**src/hdl/mbp_pkg.sv**
```systemverilog
// shared types, constants and codes for the msb bit packer
// no dependencies
`timescale 1ns / 1ps

package mbp_pkg;

  // frame limits
  localparam int MAX_FRAME_BYTES = 8192;
  localparam int MAX_FIELD_BITS  = 32;

  // field widths
  localparam int OPCODE_W = 2;
  localparam int VALUE_W  = 32;
  localparam int COUNT_W  = 6;
  localparam int INDEX_W  = 13;
  localparam int KIND_W   = 2;
  localparam int TOTAL_W  = 14;
  localparam int WORD_W   = 40;
  localparam int REM_W    = 3;

  // length and header constants
  localparam int HEADER_BYTES = 3;

  // opcodes
  localparam logic [OPCODE_W-1:0] OP_START  = 2'd0;
  localparam logic [OPCODE_W-1:0] OP_ADD    = 2'd1;
  localparam logic [OPCODE_W-1:0] OP_FINISH = 2'd2;

  // result kinds
  localparam logic [KIND_W-1:0] KIND_APPEND = 2'd0;
  localparam logic [KIND_W-1:0] KIND_PATCH  = 2'd1;
  localparam logic [KIND_W-1:0] KIND_ERROR  = 2'd2;

  // patched byte positions
  localparam logic [INDEX_W-1:0] PATCH_IDX_HI = 13'd1;
  localparam logic [INDEX_W-1:0] PATCH_IDX_LO = 13'd2;

  typedef struct packed {
    logic [OPCODE_W-1:0] opcode;
    logic [VALUE_W-1:0]  bit_value;
    logic [COUNT_W-1:0]  bit_count;
  } in_t;

  typedef struct packed {
    logic [7:0]         byte_value;
    logic [INDEX_W-1:0] byte_index;
    logic [KIND_W-1:0]  kind;
    logic               last;
  } out_t;

  // controller to datapath
  typedef struct packed {
    logic clear;
    logic load_add;
    logic load_flush;
    logic step;
    logic step_last;
    logic emit_err;
    logic emit_p1;
    logic emit_p2;
  } cmd_t;

  // datapath to controller
  typedef struct packed {
    logic rem_zero;
    logic rem_one;
    logic full;
    logic near_full;
    logic short_frame;
    logic bits_nz;
    logic out_free;
  } status_t;

endpackage

```
**src/hdl/mbp_datapath.sv**
```systemverilog
// datapath of the msb bit packer: bit buffer, frame counters, output register
// depends on mbp_pkg
`timescale 1ns / 1ps

module mbp_datapath (
  input  logic             clk,
  input  logic             rst_n,
  input  mbp_pkg::cmd_t    cmd,
  input  mbp_pkg::in_t     in_data,
  output mbp_pkg::status_t status,
  output logic             out_valid,
  input  logic             out_ready,
  output mbp_pkg::out_t    out_data
);

  logic [mbp_pkg::WORD_W-1:0]  word_r, word_nxt;
  logic [mbp_pkg::REM_W-1:0]   rem_r, rem_nxt;
  logic [2:0]                  bits_r, bits_nxt;
  logic [mbp_pkg::TOTAL_W-1:0] total_r, total_nxt;
  logic [7:0]                  hsb_r, hsb_nxt;
  logic                        out_valid_r, out_valid_nxt;
  mbp_pkg::out_t               out_r, out_nxt;

  logic [mbp_pkg::COUNT_W-1:0]   cnt_c;
  logic [2*mbp_pkg::VALUE_W-1:0] val_sh;
  logic [mbp_pkg::VALUE_W-1:0]   val_al;
  logic [mbp_pkg::WORD_W-1:0]    ins_word;
  logic [5:0]                    fill_sum;
  logic [mbp_pkg::TOTAL_W-1:0]   len;
  logic                          full;

  // count clamp and left alignment of the new bits
  assign cnt_c    = (in_data.bit_count > mbp_pkg::COUNT_W'(mbp_pkg::MAX_FIELD_BITS)) ?
                    mbp_pkg::COUNT_W'(mbp_pkg::MAX_FIELD_BITS) : in_data.bit_count;
  assign val_sh   = {{mbp_pkg::VALUE_W{1'b0}}, in_data.bit_value}
                    << (7'(mbp_pkg::VALUE_W) - {1'b0, cnt_c});
  assign val_al   = val_sh[mbp_pkg::VALUE_W-1:0];
  assign ins_word = {val_al, 8'h00} >> bits_r;
  assign fill_sum = {3'b000, bits_r} + cnt_c;

  // frame status
  assign full = (total_r >= mbp_pkg::TOTAL_W'(mbp_pkg::MAX_FRAME_BYTES));
  assign len  = total_r - mbp_pkg::TOTAL_W'(mbp_pkg::HEADER_BYTES);

  assign status.rem_zero    = (rem_r == '0);
  assign status.rem_one     = (rem_r == mbp_pkg::REM_W'(1));
  assign status.full        = full;
  assign status.near_full   = (total_r == mbp_pkg::TOTAL_W'(mbp_pkg::MAX_FRAME_BYTES - 1));
  assign status.short_frame = (total_r < mbp_pkg::TOTAL_W'(mbp_pkg::HEADER_BYTES));
  assign status.bits_nz     = (bits_r != '0);
  assign status.out_free    = !out_valid_r || out_ready;

  // buffer, counters and result selection
  always_comb begin
    word_nxt      = word_r;
    rem_nxt       = rem_r;
    bits_nxt      = bits_r;
    total_nxt     = total_r;
    hsb_nxt       = hsb_r;
    out_nxt       = out_r;
    out_valid_nxt = out_valid_r && !out_ready;

    if (cmd.clear) begin
      word_nxt  = '0;
      rem_nxt   = '0;
      bits_nxt  = '0;
      total_nxt = '0;
      hsb_nxt   = '0;
    end

    if (cmd.load_add) begin
      word_nxt = {word_r[mbp_pkg::WORD_W-1 -: 8], {(mbp_pkg::WORD_W-8){1'b0}}} | ins_word;
      rem_nxt  = fill_sum[5:3];
      bits_nxt = fill_sum[2:0];
    end

    if (cmd.load_flush) begin
      rem_nxt  = mbp_pkg::REM_W'(1);
      bits_nxt = '0;
    end

    // one completed byte leaves the top of the buffer
    if (cmd.step) begin
      word_nxt = word_r << 8;
      rem_nxt  = rem_r - mbp_pkg::REM_W'(1);
      if (!full) begin
        if (total_r == mbp_pkg::TOTAL_W'(1)) begin
          hsb_nxt = word_r[mbp_pkg::WORD_W-1 -: 8];
        end
        total_nxt          = total_r + mbp_pkg::TOTAL_W'(1);
        out_valid_nxt      = 1'b1;
        out_nxt.byte_value = word_r[mbp_pkg::WORD_W-1 -: 8];
        out_nxt.byte_index = total_r[mbp_pkg::INDEX_W-1:0];
        out_nxt.kind       = mbp_pkg::KIND_APPEND;
        out_nxt.last       = cmd.step_last;
      end
    end

    if (cmd.emit_err) begin
      out_valid_nxt      = 1'b1;
      out_nxt.byte_value = 8'h00;
      out_nxt.byte_index = total_r[mbp_pkg::INDEX_W-1:0];
      out_nxt.kind       = mbp_pkg::KIND_ERROR;
      out_nxt.last       = 1'b1;
    end

    // length high bits merged into header byte 1
    if (cmd.emit_p1) begin
      hsb_nxt            = hsb_r | {3'b000, len[12:8]};
      out_valid_nxt      = 1'b1;
      out_nxt.byte_value = hsb_r | {3'b000, len[12:8]};
      out_nxt.byte_index = mbp_pkg::PATCH_IDX_HI;
      out_nxt.kind       = mbp_pkg::KIND_PATCH;
      out_nxt.last       = 1'b0;
    end

    if (cmd.emit_p2) begin
      out_valid_nxt      = 1'b1;
      out_nxt.byte_value = len[7:0];
      out_nxt.byte_index = mbp_pkg::PATCH_IDX_LO;
      out_nxt.kind       = mbp_pkg::KIND_PATCH;
      out_nxt.last       = 1'b1;
    end
  end

  // control and frame state
  always_ff @(posedge clk) begin
    if (!rst_n) begin
      word_r      <= '0;
      rem_r       <= '0;
      bits_r      <= '0;
      total_r     <= '0;
      hsb_r       <= '0;
      out_valid_r <= 1'b0;
    end else begin
      word_r      <= word_nxt;
      rem_r       <= rem_nxt;
      bits_r      <= bits_nxt;
      total_r     <= total_nxt;
      hsb_r       <= hsb_nxt;
      out_valid_r <= out_valid_nxt;
    end
  end

  // result payload
  always_ff @(posedge clk) begin
    out_r <= out_nxt;
  end

  assign out_valid = out_valid_r;
  assign out_data  = out_r;

endmodule

```
**src/hdl/mbp_ctrl.sv**
```systemverilog
// controller of the msb bit packer: request decode and result sequencing
// depends on mbp_pkg
`timescale 1ns / 1ps

module mbp_ctrl (
  input  logic                          clk,
  input  logic                          rst_n,
  input  logic                          in_valid,
  output logic                          in_ready,
  input  logic [mbp_pkg::OPCODE_W-1:0]  opcode,
  input  mbp_pkg::status_t              status,
  output mbp_pkg::cmd_t                 cmd
);

  localparam logic [1:0] S_IDLE   = 2'd0;
  localparam logic [1:0] S_STEP   = 2'd1;
  localparam logic [1:0] S_TAIL   = 2'd2;
  localparam logic [1:0] S_PATCH2 = 2'd3;

  logic [1:0] state_r, state_nxt;
  logic       fin_r, fin_nxt;

  assign in_ready = (state_r == S_IDLE);

  // next state and commands
  always_comb begin
    state_nxt = state_r;
    fin_nxt   = fin_r;
    cmd       = '0;
    unique case (state_r)
      S_IDLE: begin
        if (in_valid) begin
          unique case (opcode)
            mbp_pkg::OP_START: begin
              cmd.clear = 1'b1;
            end
            mbp_pkg::OP_ADD: begin
              cmd.load_add = 1'b1;
              fin_nxt      = 1'b0;
              state_nxt    = S_STEP;
            end
            mbp_pkg::OP_FINISH: begin
              fin_nxt = 1'b1;
              if (status.bits_nz) begin
                cmd.load_flush = 1'b1;
                state_nxt      = S_STEP;
              end else begin
                state_nxt = S_TAIL;
              end
            end
            default: ;
          endcase
        end
      end
      // drain completed bytes, dropped ones need no output slot
      S_STEP: begin
        if (status.rem_zero) begin
          state_nxt = fin_r ? S_TAIL : S_IDLE;
        end else if (status.full || status.out_free) begin
          cmd.step      = 1'b1;
          cmd.step_last = !fin_r && (status.rem_one || status.near_full);
        end
      end
      S_TAIL: begin
        if (status.out_free) begin
          if (status.short_frame) begin
            cmd.emit_err = 1'b1;
            state_nxt    = S_IDLE;
          end else begin
            cmd.emit_p1 = 1'b1;
            state_nxt   = S_PATCH2;
          end
        end
      end
      S_PATCH2: begin
        if (status.out_free) begin
          cmd.emit_p2 = 1'b1;
          state_nxt   = S_IDLE;
        end
      end
      default: state_nxt = S_IDLE;
    endcase
  end

  always_ff @(posedge clk) begin
    if (!rst_n) begin
      state_r <= S_IDLE;
      fin_r   <= 1'b0;
    end else begin
      state_r <= state_nxt;
      fin_r   <= fin_nxt;
    end
  end

endmodule

```
**src/hdl/msb_bit_packer_with_length_patch.sv**
```systemverilog
// Top level of the msb-first bit packer with header length patch.
// Depends on mbp_pkg, mbp_ctrl and mbp_datapath.
//
// Usage:
//  - in_valid/in_ready/in_data carry requests: start (clear frame), add
//    (append the low bit_count bits, MSB first) and finish (flush, patch).
//  - out_valid/out_ready/out_data carry result bytes with index and kind;
//    last marks the final result of a request.
//  - a request is taken only while the controller is idle; after an add the
//    controller drains N completed bytes (0 to 4) from the 40-bit bit buffer,
//    one byte per cycle unless a byte waits on a stalled receiver.
//  - a finish runs a tail check and the two patches (short frame: tail check,
//    error), after a flush byte and a drain check if a partial byte remains.
//  - a first result is registered from the drain or tail state after acceptance.
//  - the output register holds one result; the next request is accepted
//    while it waits, and byte emission pauses while the receiver stalls.
//  - bytes beyond the frame limit are dropped but still take a drain step.
//  - synchronous reset clears the frame state and the output valid.
`timescale 1ns / 1ps

module msb_bit_packer_with_length_patch (
  input  logic          clk,
  input  logic          rst_n,
  input  logic          in_valid,
  output logic          in_ready,
  input  mbp_pkg::in_t  in_data,
  output logic          out_valid,
  input  logic          out_ready,
  output mbp_pkg::out_t out_data
);

  mbp_pkg::cmd_t    cmd;
  mbp_pkg::status_t status;

  // request decode and sequencing
  mbp_ctrl u_ctrl (
    .clk      (clk),
    .rst_n    (rst_n),
    .in_valid (in_valid),
    .in_ready (in_ready),
    .opcode   (in_data.opcode),
    .status   (status),
    .cmd      (cmd)
  );

  // bit buffer, counters and output register
  mbp_datapath u_dp (
    .clk       (clk),
    .rst_n     (rst_n),
    .cmd       (cmd),
    .in_data   (in_data),
    .status    (status),
    .out_valid (out_valid),
    .out_ready (out_ready),
    .out_data  (out_data)
  );

endmodule

```
**config.mk**
```make
export PLATFORM = sky130hd
export DESIGN_NAME = msb_bit_packer_with_length_patch
export DESIGN_NICKNAME = d
export VERILOG_FILES = /design/src/hdl/mbp_pkg.sv /design/src/hdl/mbp_datapath.sv /design/src/hdl/mbp_ctrl.sv /design/src/hdl/msb_bit_packer_with_length_patch.sv
export SDC_FILE = /design/constraint.sdc
export NUM_CORES = 1
export LEC_CHECK = 0
export BUFFER_PORTS_ARGS = -buffer_cell sky130_fd_sc_hd__buf_2
export CORE_ASPECT_RATIO = 1.2
export CORE_MARGIN = 2
export CORE_UTILIZATION = 58
export CTS_BUF_LIST = sky130_fd_sc_hd__clkbuf_4 sky130_fd_sc_hd__clkbuf_8
export CTS_CLUSTER_DIAMETER = 200
export DETAILED_ROUTE_END_ITERATION = 7
export HOLD_SLACK_MARGIN = 0.03
export PLACE_DENSITY_LB_ADDON = 0.25
export SYNTH_ARGS = -nofsm -noshare
export SYNTH_HDL_FRONTEND = slang
export SYNTH_HIERARCHICAL = 1
export SYNTH_SLANG_ARGS = --single-unit
export TNS_END_PERCENT = 20
```
**constraint.sdc**
```tcl
create_clock -name clk -period 4.4 [get_ports clk]
set_input_delay 0.44 -clock clk [delete_from_list [all_inputs] [get_ports clk]]
set_output_delay 0.44 -clock clk [all_outputs]
set_load 0.01 [all_outputs]
```
* After elaboration in Yosys (flattened, before gate mapping)
Cells that the tools add are included.
Word-level totals: output and inout bits 26, input bits 44, bits in registers 96, word-level logic and storage cells 122
Operators by class: shift operators 2, muxes and demuxes 52, bitwise operators 3, $lt $le $gt $ge 3, add/sub/neg operators 5, equal/unequal tests 16, reduce and logical (&&, ||, !) cells 27
Operator list (count):
- two-way mux 24 bit | 5
- two-way mux 40 bit | 3
- two-way mux 14 bit | 3
- two-way mux 8 bit | 5
- bitwise OR 40 bit | 1
- right shift 40 x 3 -> 40 bit | 1
- << shifter 32 x 7 -> 32 bit | 1
- two-way mux 2 bit | 12
- two-way mux 3 bit | 7
- adder 14 x 1 -> 14 bit, second input constant | 1
- equality test 14 x 1 -> 1 bit, second input constant | 1
- equality test 14 x 13 -> 1 bit, second input constant | 1
- greater-or-equal comparator 14 bit, second input constant | 1
- less-than comparator 14 x 2 -> 1 bit, second input constant | 1
- two-way mux 1 bit | 13
- subtractor 13 x 2 -> 13 bit, second input constant | 1
- nonzero test 3 bit | 3
- bitwise OR 8 x 5 -> 8 bit | 1
- one-hot mux 2 bit (4 select lines) | 1
- nonzero test 4 bit | 2
- subtractor 6 x 6 -> 7 bit, first input constant | 1
- adder 3 x 6 -> 6 bit | 1
- equality test 2 bit, second input constant | 3
- greater-than comparator 6 bit, second input constant | 1
- other kinds (22) | 38

* Depth between registers and ports, before layout
depth after elaboration 11, depth in mapped cells 16, depth with buffers taken out 12

* By module
The synthesis kept the hierarchy.
Modules (own cells, without submodules):
- mbp_datapath | area an instance 8393.0 µm², cells each 1103, instances 1
- mbp_ctrl | area an instance 327.8 µm², cells each 38, instances 1

* Least setup slack after synthesis
OpenSTA, ideal clock, no wires.
path kind input -> register, start input port in_data[5] in the netlist's numbering, end register u_dp/word_r[5] in the netlist's numbering, setup slack 919 ps, stages on the path 16, data arrival time 3395 ps, required time 4314 ps, cells stage by stage buf_4 > buf_2 > inv_1 > nand2_1 > ha_1 > buf_2 > inv_2 > buf_2 > buf_2 > buf_2 > o21ai_0 > mux2_2 > nor4_1 > a21oi_1 > mux2_2 > a211oi_1
Between the ends: longest elaborated chain between the ends 7
Ends and longest elaborated chain:
- start, declared | RTL line msb_bit_packer_with_length_patch.sv:26 | input mbp_pkg::in_t in_data,
- greater-than comparator 6 bit | RTL line mbp_datapath.sv:33 | assign cnt_c = (in_data.bit_count > mbp_pkg::COUNT_W'(mbp_pkg::MAX_FIELD_BITS)) ?
- two-way mux 6 bit (*) | RTL line mbp_datapath.sv:33
- subtractor 6 x 6 -> 7 bit (*) | RTL line mbp_datapath.sv:36 | << (7'(mbp_pkg::VALUE_W) - {1'b0, cnt_c});
- << shifter 32 x 7 -> 32 bit (*) | RTL line mbp_datapath.sv:35 | assign val_sh = {{mbp_pkg::VALUE_W{1'b0}}, in_data.bit_value}
- right shift 40 x 3 -> 40 bit (*) | RTL line mbp_datapath.sv:38 | assign ins_word = {val_al, 8'h00} >> bits_r;
- bitwise OR 40 bit (*) | RTL line mbp_datapath.sv:72 | word_nxt = {word_r[mbp_pkg::WORD_W-1 -: 8], {(mbp_pkg::WORD_W-8){1'b0}}} | ins_word;
- two-way mux 40 bit (*) | RTL line mbp_datapath.sv:71 | if (cmd.load_add) begin
- end signal, assigned | RTL line mbp_datapath.sv:136 | word_r <= word_nxt;
- end, declared | RTL line mbp_datapath.sv:16 | logic [mbp_pkg::WORD_W-1:0] word_r, word_nxt;
Mark *: on every way between the ends. The rest lies on a longest branch, timed or not. A chain may end at the register's enable or synchronous reset.

==> run summary <==
====================================================================================================
Outcome ............................................................................... finished, final reports clean
IO buf count ..........................................................................           69
Arrival time of data at the critical path endpoint ....................................      3.87 ns
Setup violators final .................................................................            0
Dominant cells by area after synthesis ................................................ dfxtp_1 20%, mux2i_1 7.0%, mux4_2 5.9%
Number of nets in the layout ..........................................................         1211
Layout overhead on the synthesized area ...............................................       7.174%
Fraction of registers with async set or reset after synthesis .........................           0%
Number of CTS-inserted buffers ........................................................            9
Category of the worst setup path capture point ........................................         flop
Summed negative setup slack over all endpoints ........................................         0 ns
Distinct cell type count of the synthesized netlist ...................................           86
Syn. warnings .........................................................................            6
Cell repeated most along the worst path ...............................................       nor4_1
Largest driver fanout on the critical path ............................................           24
Starting density of the core ..........................................................       58.78%
Clock insertion delay at the later pin of the skew report .............................      0.38 ns
Maximum root-to-sink buffer count .....................................................            2
GR Util met2 ..........................................................................       54.91%
Count of buffering cells on the critical path with inverters included .................            2
Floorplan core area ................................................................... 0.01484 mm^2
Post-synthesis net count ..............................................................         1199
Reg2reg start ......................................................................... u_dp/total_r[4]
Per-cell routed wire length ...........................................................     19.89 um
Final critical-path share of the clock period .........................................       85.71%
Max-slew violation total from the final report ........................................            0
Hold Slack ............................................................................    0.4504 ns
Die boundary height ...................................................................     138.3 um
Most congested layer reported by global routing .......................................         met2
IR Drop Worst-Case VDD ................................................................  0.0001749 V
Clock tree from TritonCTS .............................................................          yes
Cells resized by post-CTS repair ......................................................            0
GP Congestion .........................................................................       0.9760
Detailed router's first-iteration violation count .....................................          758
Worst hold path type .................................................................. input port to flop
Clock-pin slew reported for the worst setup and hold paths after clock tree synthesis .      0.11 ns
GRT Overall Usage .....................................................................       34.18%
Total iterations of the first detailed-routing run ....................................            6
Number of sinks driven by the clock tree ..............................................           95
Die area .............................................................................. 0.01604 mm^2
CP startpoint kind ....................................................................         flop
Total of hold buffers inserted after clock tree synthesis .............................            0
Cell accounting for the most synthesized area .........................................      dfxtp_1
Max-cap violations ....................................................................            0
Worst Min Path Start ..................................................................        rst_n
Total power of the final layout .......................................................     2.481 mW
Worst stage delay on the critical path ................................................      0.68 ns
Number of standard cells in the final layout excluding fillers ........................         1362
Post-Syn Instances ....................................................................         1141
Synthesized area per cell .............................................................   7.643 um^2
Rel. slew slack .......................................................................       39.32%
Wire length of the first global-routing pass ..........................................     44.44 mm
GR met3 Demand/Resource ...............................................................       4.340%
Final worst path period need ..........................................................     3.771 ns
Share of synthesized area occupied by flip-flops and latches ..........................       22.73%
Number of buffers inserted to repair setup after CTS ..................................            0
Vias in the first global route ........................................................         8583
Routed Antenna Nets ...................................................................            0
Required time of the critical path ....................................................      4.50 ns
Number of placement rows ..............................................................           49
Most instantiated flip-flop cell in the synthesis netlist .............................      dfxtp_1
Placed wire-length estimate ...........................................................     20.53 mm
EDFF count, synth .....................................................................            8
Fraction of layout cells with a size suffix above 1 ...................................       16.75%
Setup repair after global routing missed its margin ...................................        false
Post-synthesis instance area .......................................................... 0.008721 mm^2
DRC violations left ...................................................................            0
Number of hold violations in the final report .........................................            0
Synth Register Bits ...................................................................           95
Crit path kind ........................................................................ flop to flop
Maximum clock frequency ...............................................................    265.2 MHz
Reported leakage power ................................................................     3.594 nW
Clock root cell .......................................................................     clkbuf_8
Category of cells accounting for the largest share of critical-path delay ............. simple AND/OR/NAND/NOR gates
Pin count of the biggest net entering global routing ..................................           67
Antenna violations before repair ......................................................            0
Total number of H-tree levels .........................................................            3
Worst-Margin Slew .....................................................................    0.8873 ns
Final core utilization ................................................................       63.00%
Total power density per cell area ..................................................... 265.5 mW/mm^2
Crit-path cells ....................................................................... or4_1 -> nor4_1 -> nand2b_1 -> nor4_1 -> nor3_2 -> buf_4 -> or2_2 -> nor2_1 -> inv_1
Proportion of netlist area held by the largest area contributor .......................       19.97%
Total number of vias ..................................................................         9052
GR Util met1 ..........................................................................       45.39%
Detailed-route vias per instance ......................................................        6.646
Final antenna diode count .............................................................            0
Drt total wl ..........................................................................     27.09 mm
Cell with the largest stage delay on the worst path ...................................       nor4_1
GRT overflow ..........................................................................            0
Post-placement cell count .............................................................         1346
Final Skew ............................................................................   0.01957 ns
Die width .............................................................................     115.9 um
Worst Setup SP ........................................................................ u_dp/total_r[4]
I/O pin cnt ...........................................................................           70
====================================================================================================
## Yosys cell counts (all sizes together), types with 9 or more instances
library cell	n
clkbuf	68
or2	11
a21oi	94
xnor2	10
a31oi	13
a211oi	21
mux4	23
nor2	110
nand2	138
inv	21
buf	38
a221oi	10
nor3	29
o221ai	14
o21a	12
o211ai	20
and3	11
dfxtp	87
a2bb2oi	9
o2bb2ai	17
o22ai	9
nor3b	15
nand3	30
mux2i	61
nand2b	16
o21ai	62
nor4	13
ha	13
nor2b	13
mux2	13
## cell usage in the layout (no fill, tap or decap), types with 27 or more instances in the layout
| master | Yosys | routed |
|---|---|---|
| nor3_1 | 28 | 27 |
| a21oi_1 | 92 | 92 |
| dfxtp_1 | 87 | 87 |
| nand3_1 | 30 | 30 |
| nor2_1 | 110 | 109 |
| buf_2 | 21 | 69 |
| o21ai_0 | 58 | 58 |
| nand2_1 | 138 | 138 |
| mux2i_1 | 61 | 61 |
| buf_4 | 5 | 38 |
## power by group
group / switching (mW) / total, mW / internal [mW]
clock: 0.343 / 0.570 / 0.227
sequential: 0.0310 / 0.950 / 0.919
combinational: 0.598 / 0.962 / 0.364
total: 0.972 / 2.48 / 1.51
## final cells by class
type	count	area, um^2
fillers	1396	5490
inverters	23	86.33
clock buffers	10	131.4
well taps	204	255.2
multi-input cells	917	6200
flip-flops and latches	95	1982
repair buffers	107	630.6
clock inverters	6	61.31
## routing by layer
metal / routed length [um] / up-vias
met5: 0 / -
met4: 1310 / 0
met3: 1806 / 88
met2: 12820 / 402
met1: 11150 / 4267
li1: - / 4295
## flip-flops by register name, indices dropped and copies added, names as in the netlist
signal	count
u_dp/word_r	39
u_dp/out_valid	1
u_dp/out_data	24
u_dp/rem_r	3
u_dp/hsb_r	8
u_dp/total_r	14
u_ctrl/fin_r	1
u_ctrl/state_r	2
u_dp/bits_r	3
## worst register-to-register path, cell delays in order, from the launching register on
cell,delay (ns)
dfxtp_1,0.42
or4_1,0.63
nor4_1,0.38
nand2b_1,0.19
nor4_1,0.68
nor3_2,0.08
buf_4,0.24
or2_2,0.44
nor2_1,0.23
inv_1,0.21
## logic make-up (layout without fill, tap and decap cells)
logic type / Yosys count / after routing / share of synthesized area, %
fa+ha+maj: 14 / 14 / 2.095
simple gates: 423 / 423 / 23.14
compound gates: 366 / 366 / 29.04
mux: 97 / 97 / 14.71
flops: 95 / 95 / 22.73
buf+inv: 129 / 146 / 6.499
xor+xnor: 17 / 17 / 1.794
## worst paths after layout
kind | end | slack (ns) | depth (start not counted)
max | u_dp/out_data[16] | 0.63 | 9
min | u_dp/word_r[34] | 0.45 | 3
max reg2reg | u_dp/out_data[16] | 0.63 | 9
min reg2reg | u_dp/out_data[10] | 0.46 | 2
## metrics by stage
| stage | cell area [um^2] | setup WS (ns) |
|---|---|---|
| finish | 9346 | 0.6289 |
| global route | 9346 | 0.3286 |
| CTS | 9346 | 0.6742 |
| detailed placement | 9154 | 0.4854 |
| global placement | 9154 | 0.5797 |
| floorplan | 8721 | 0.9191 |
(Power assumes the default switching activity.)
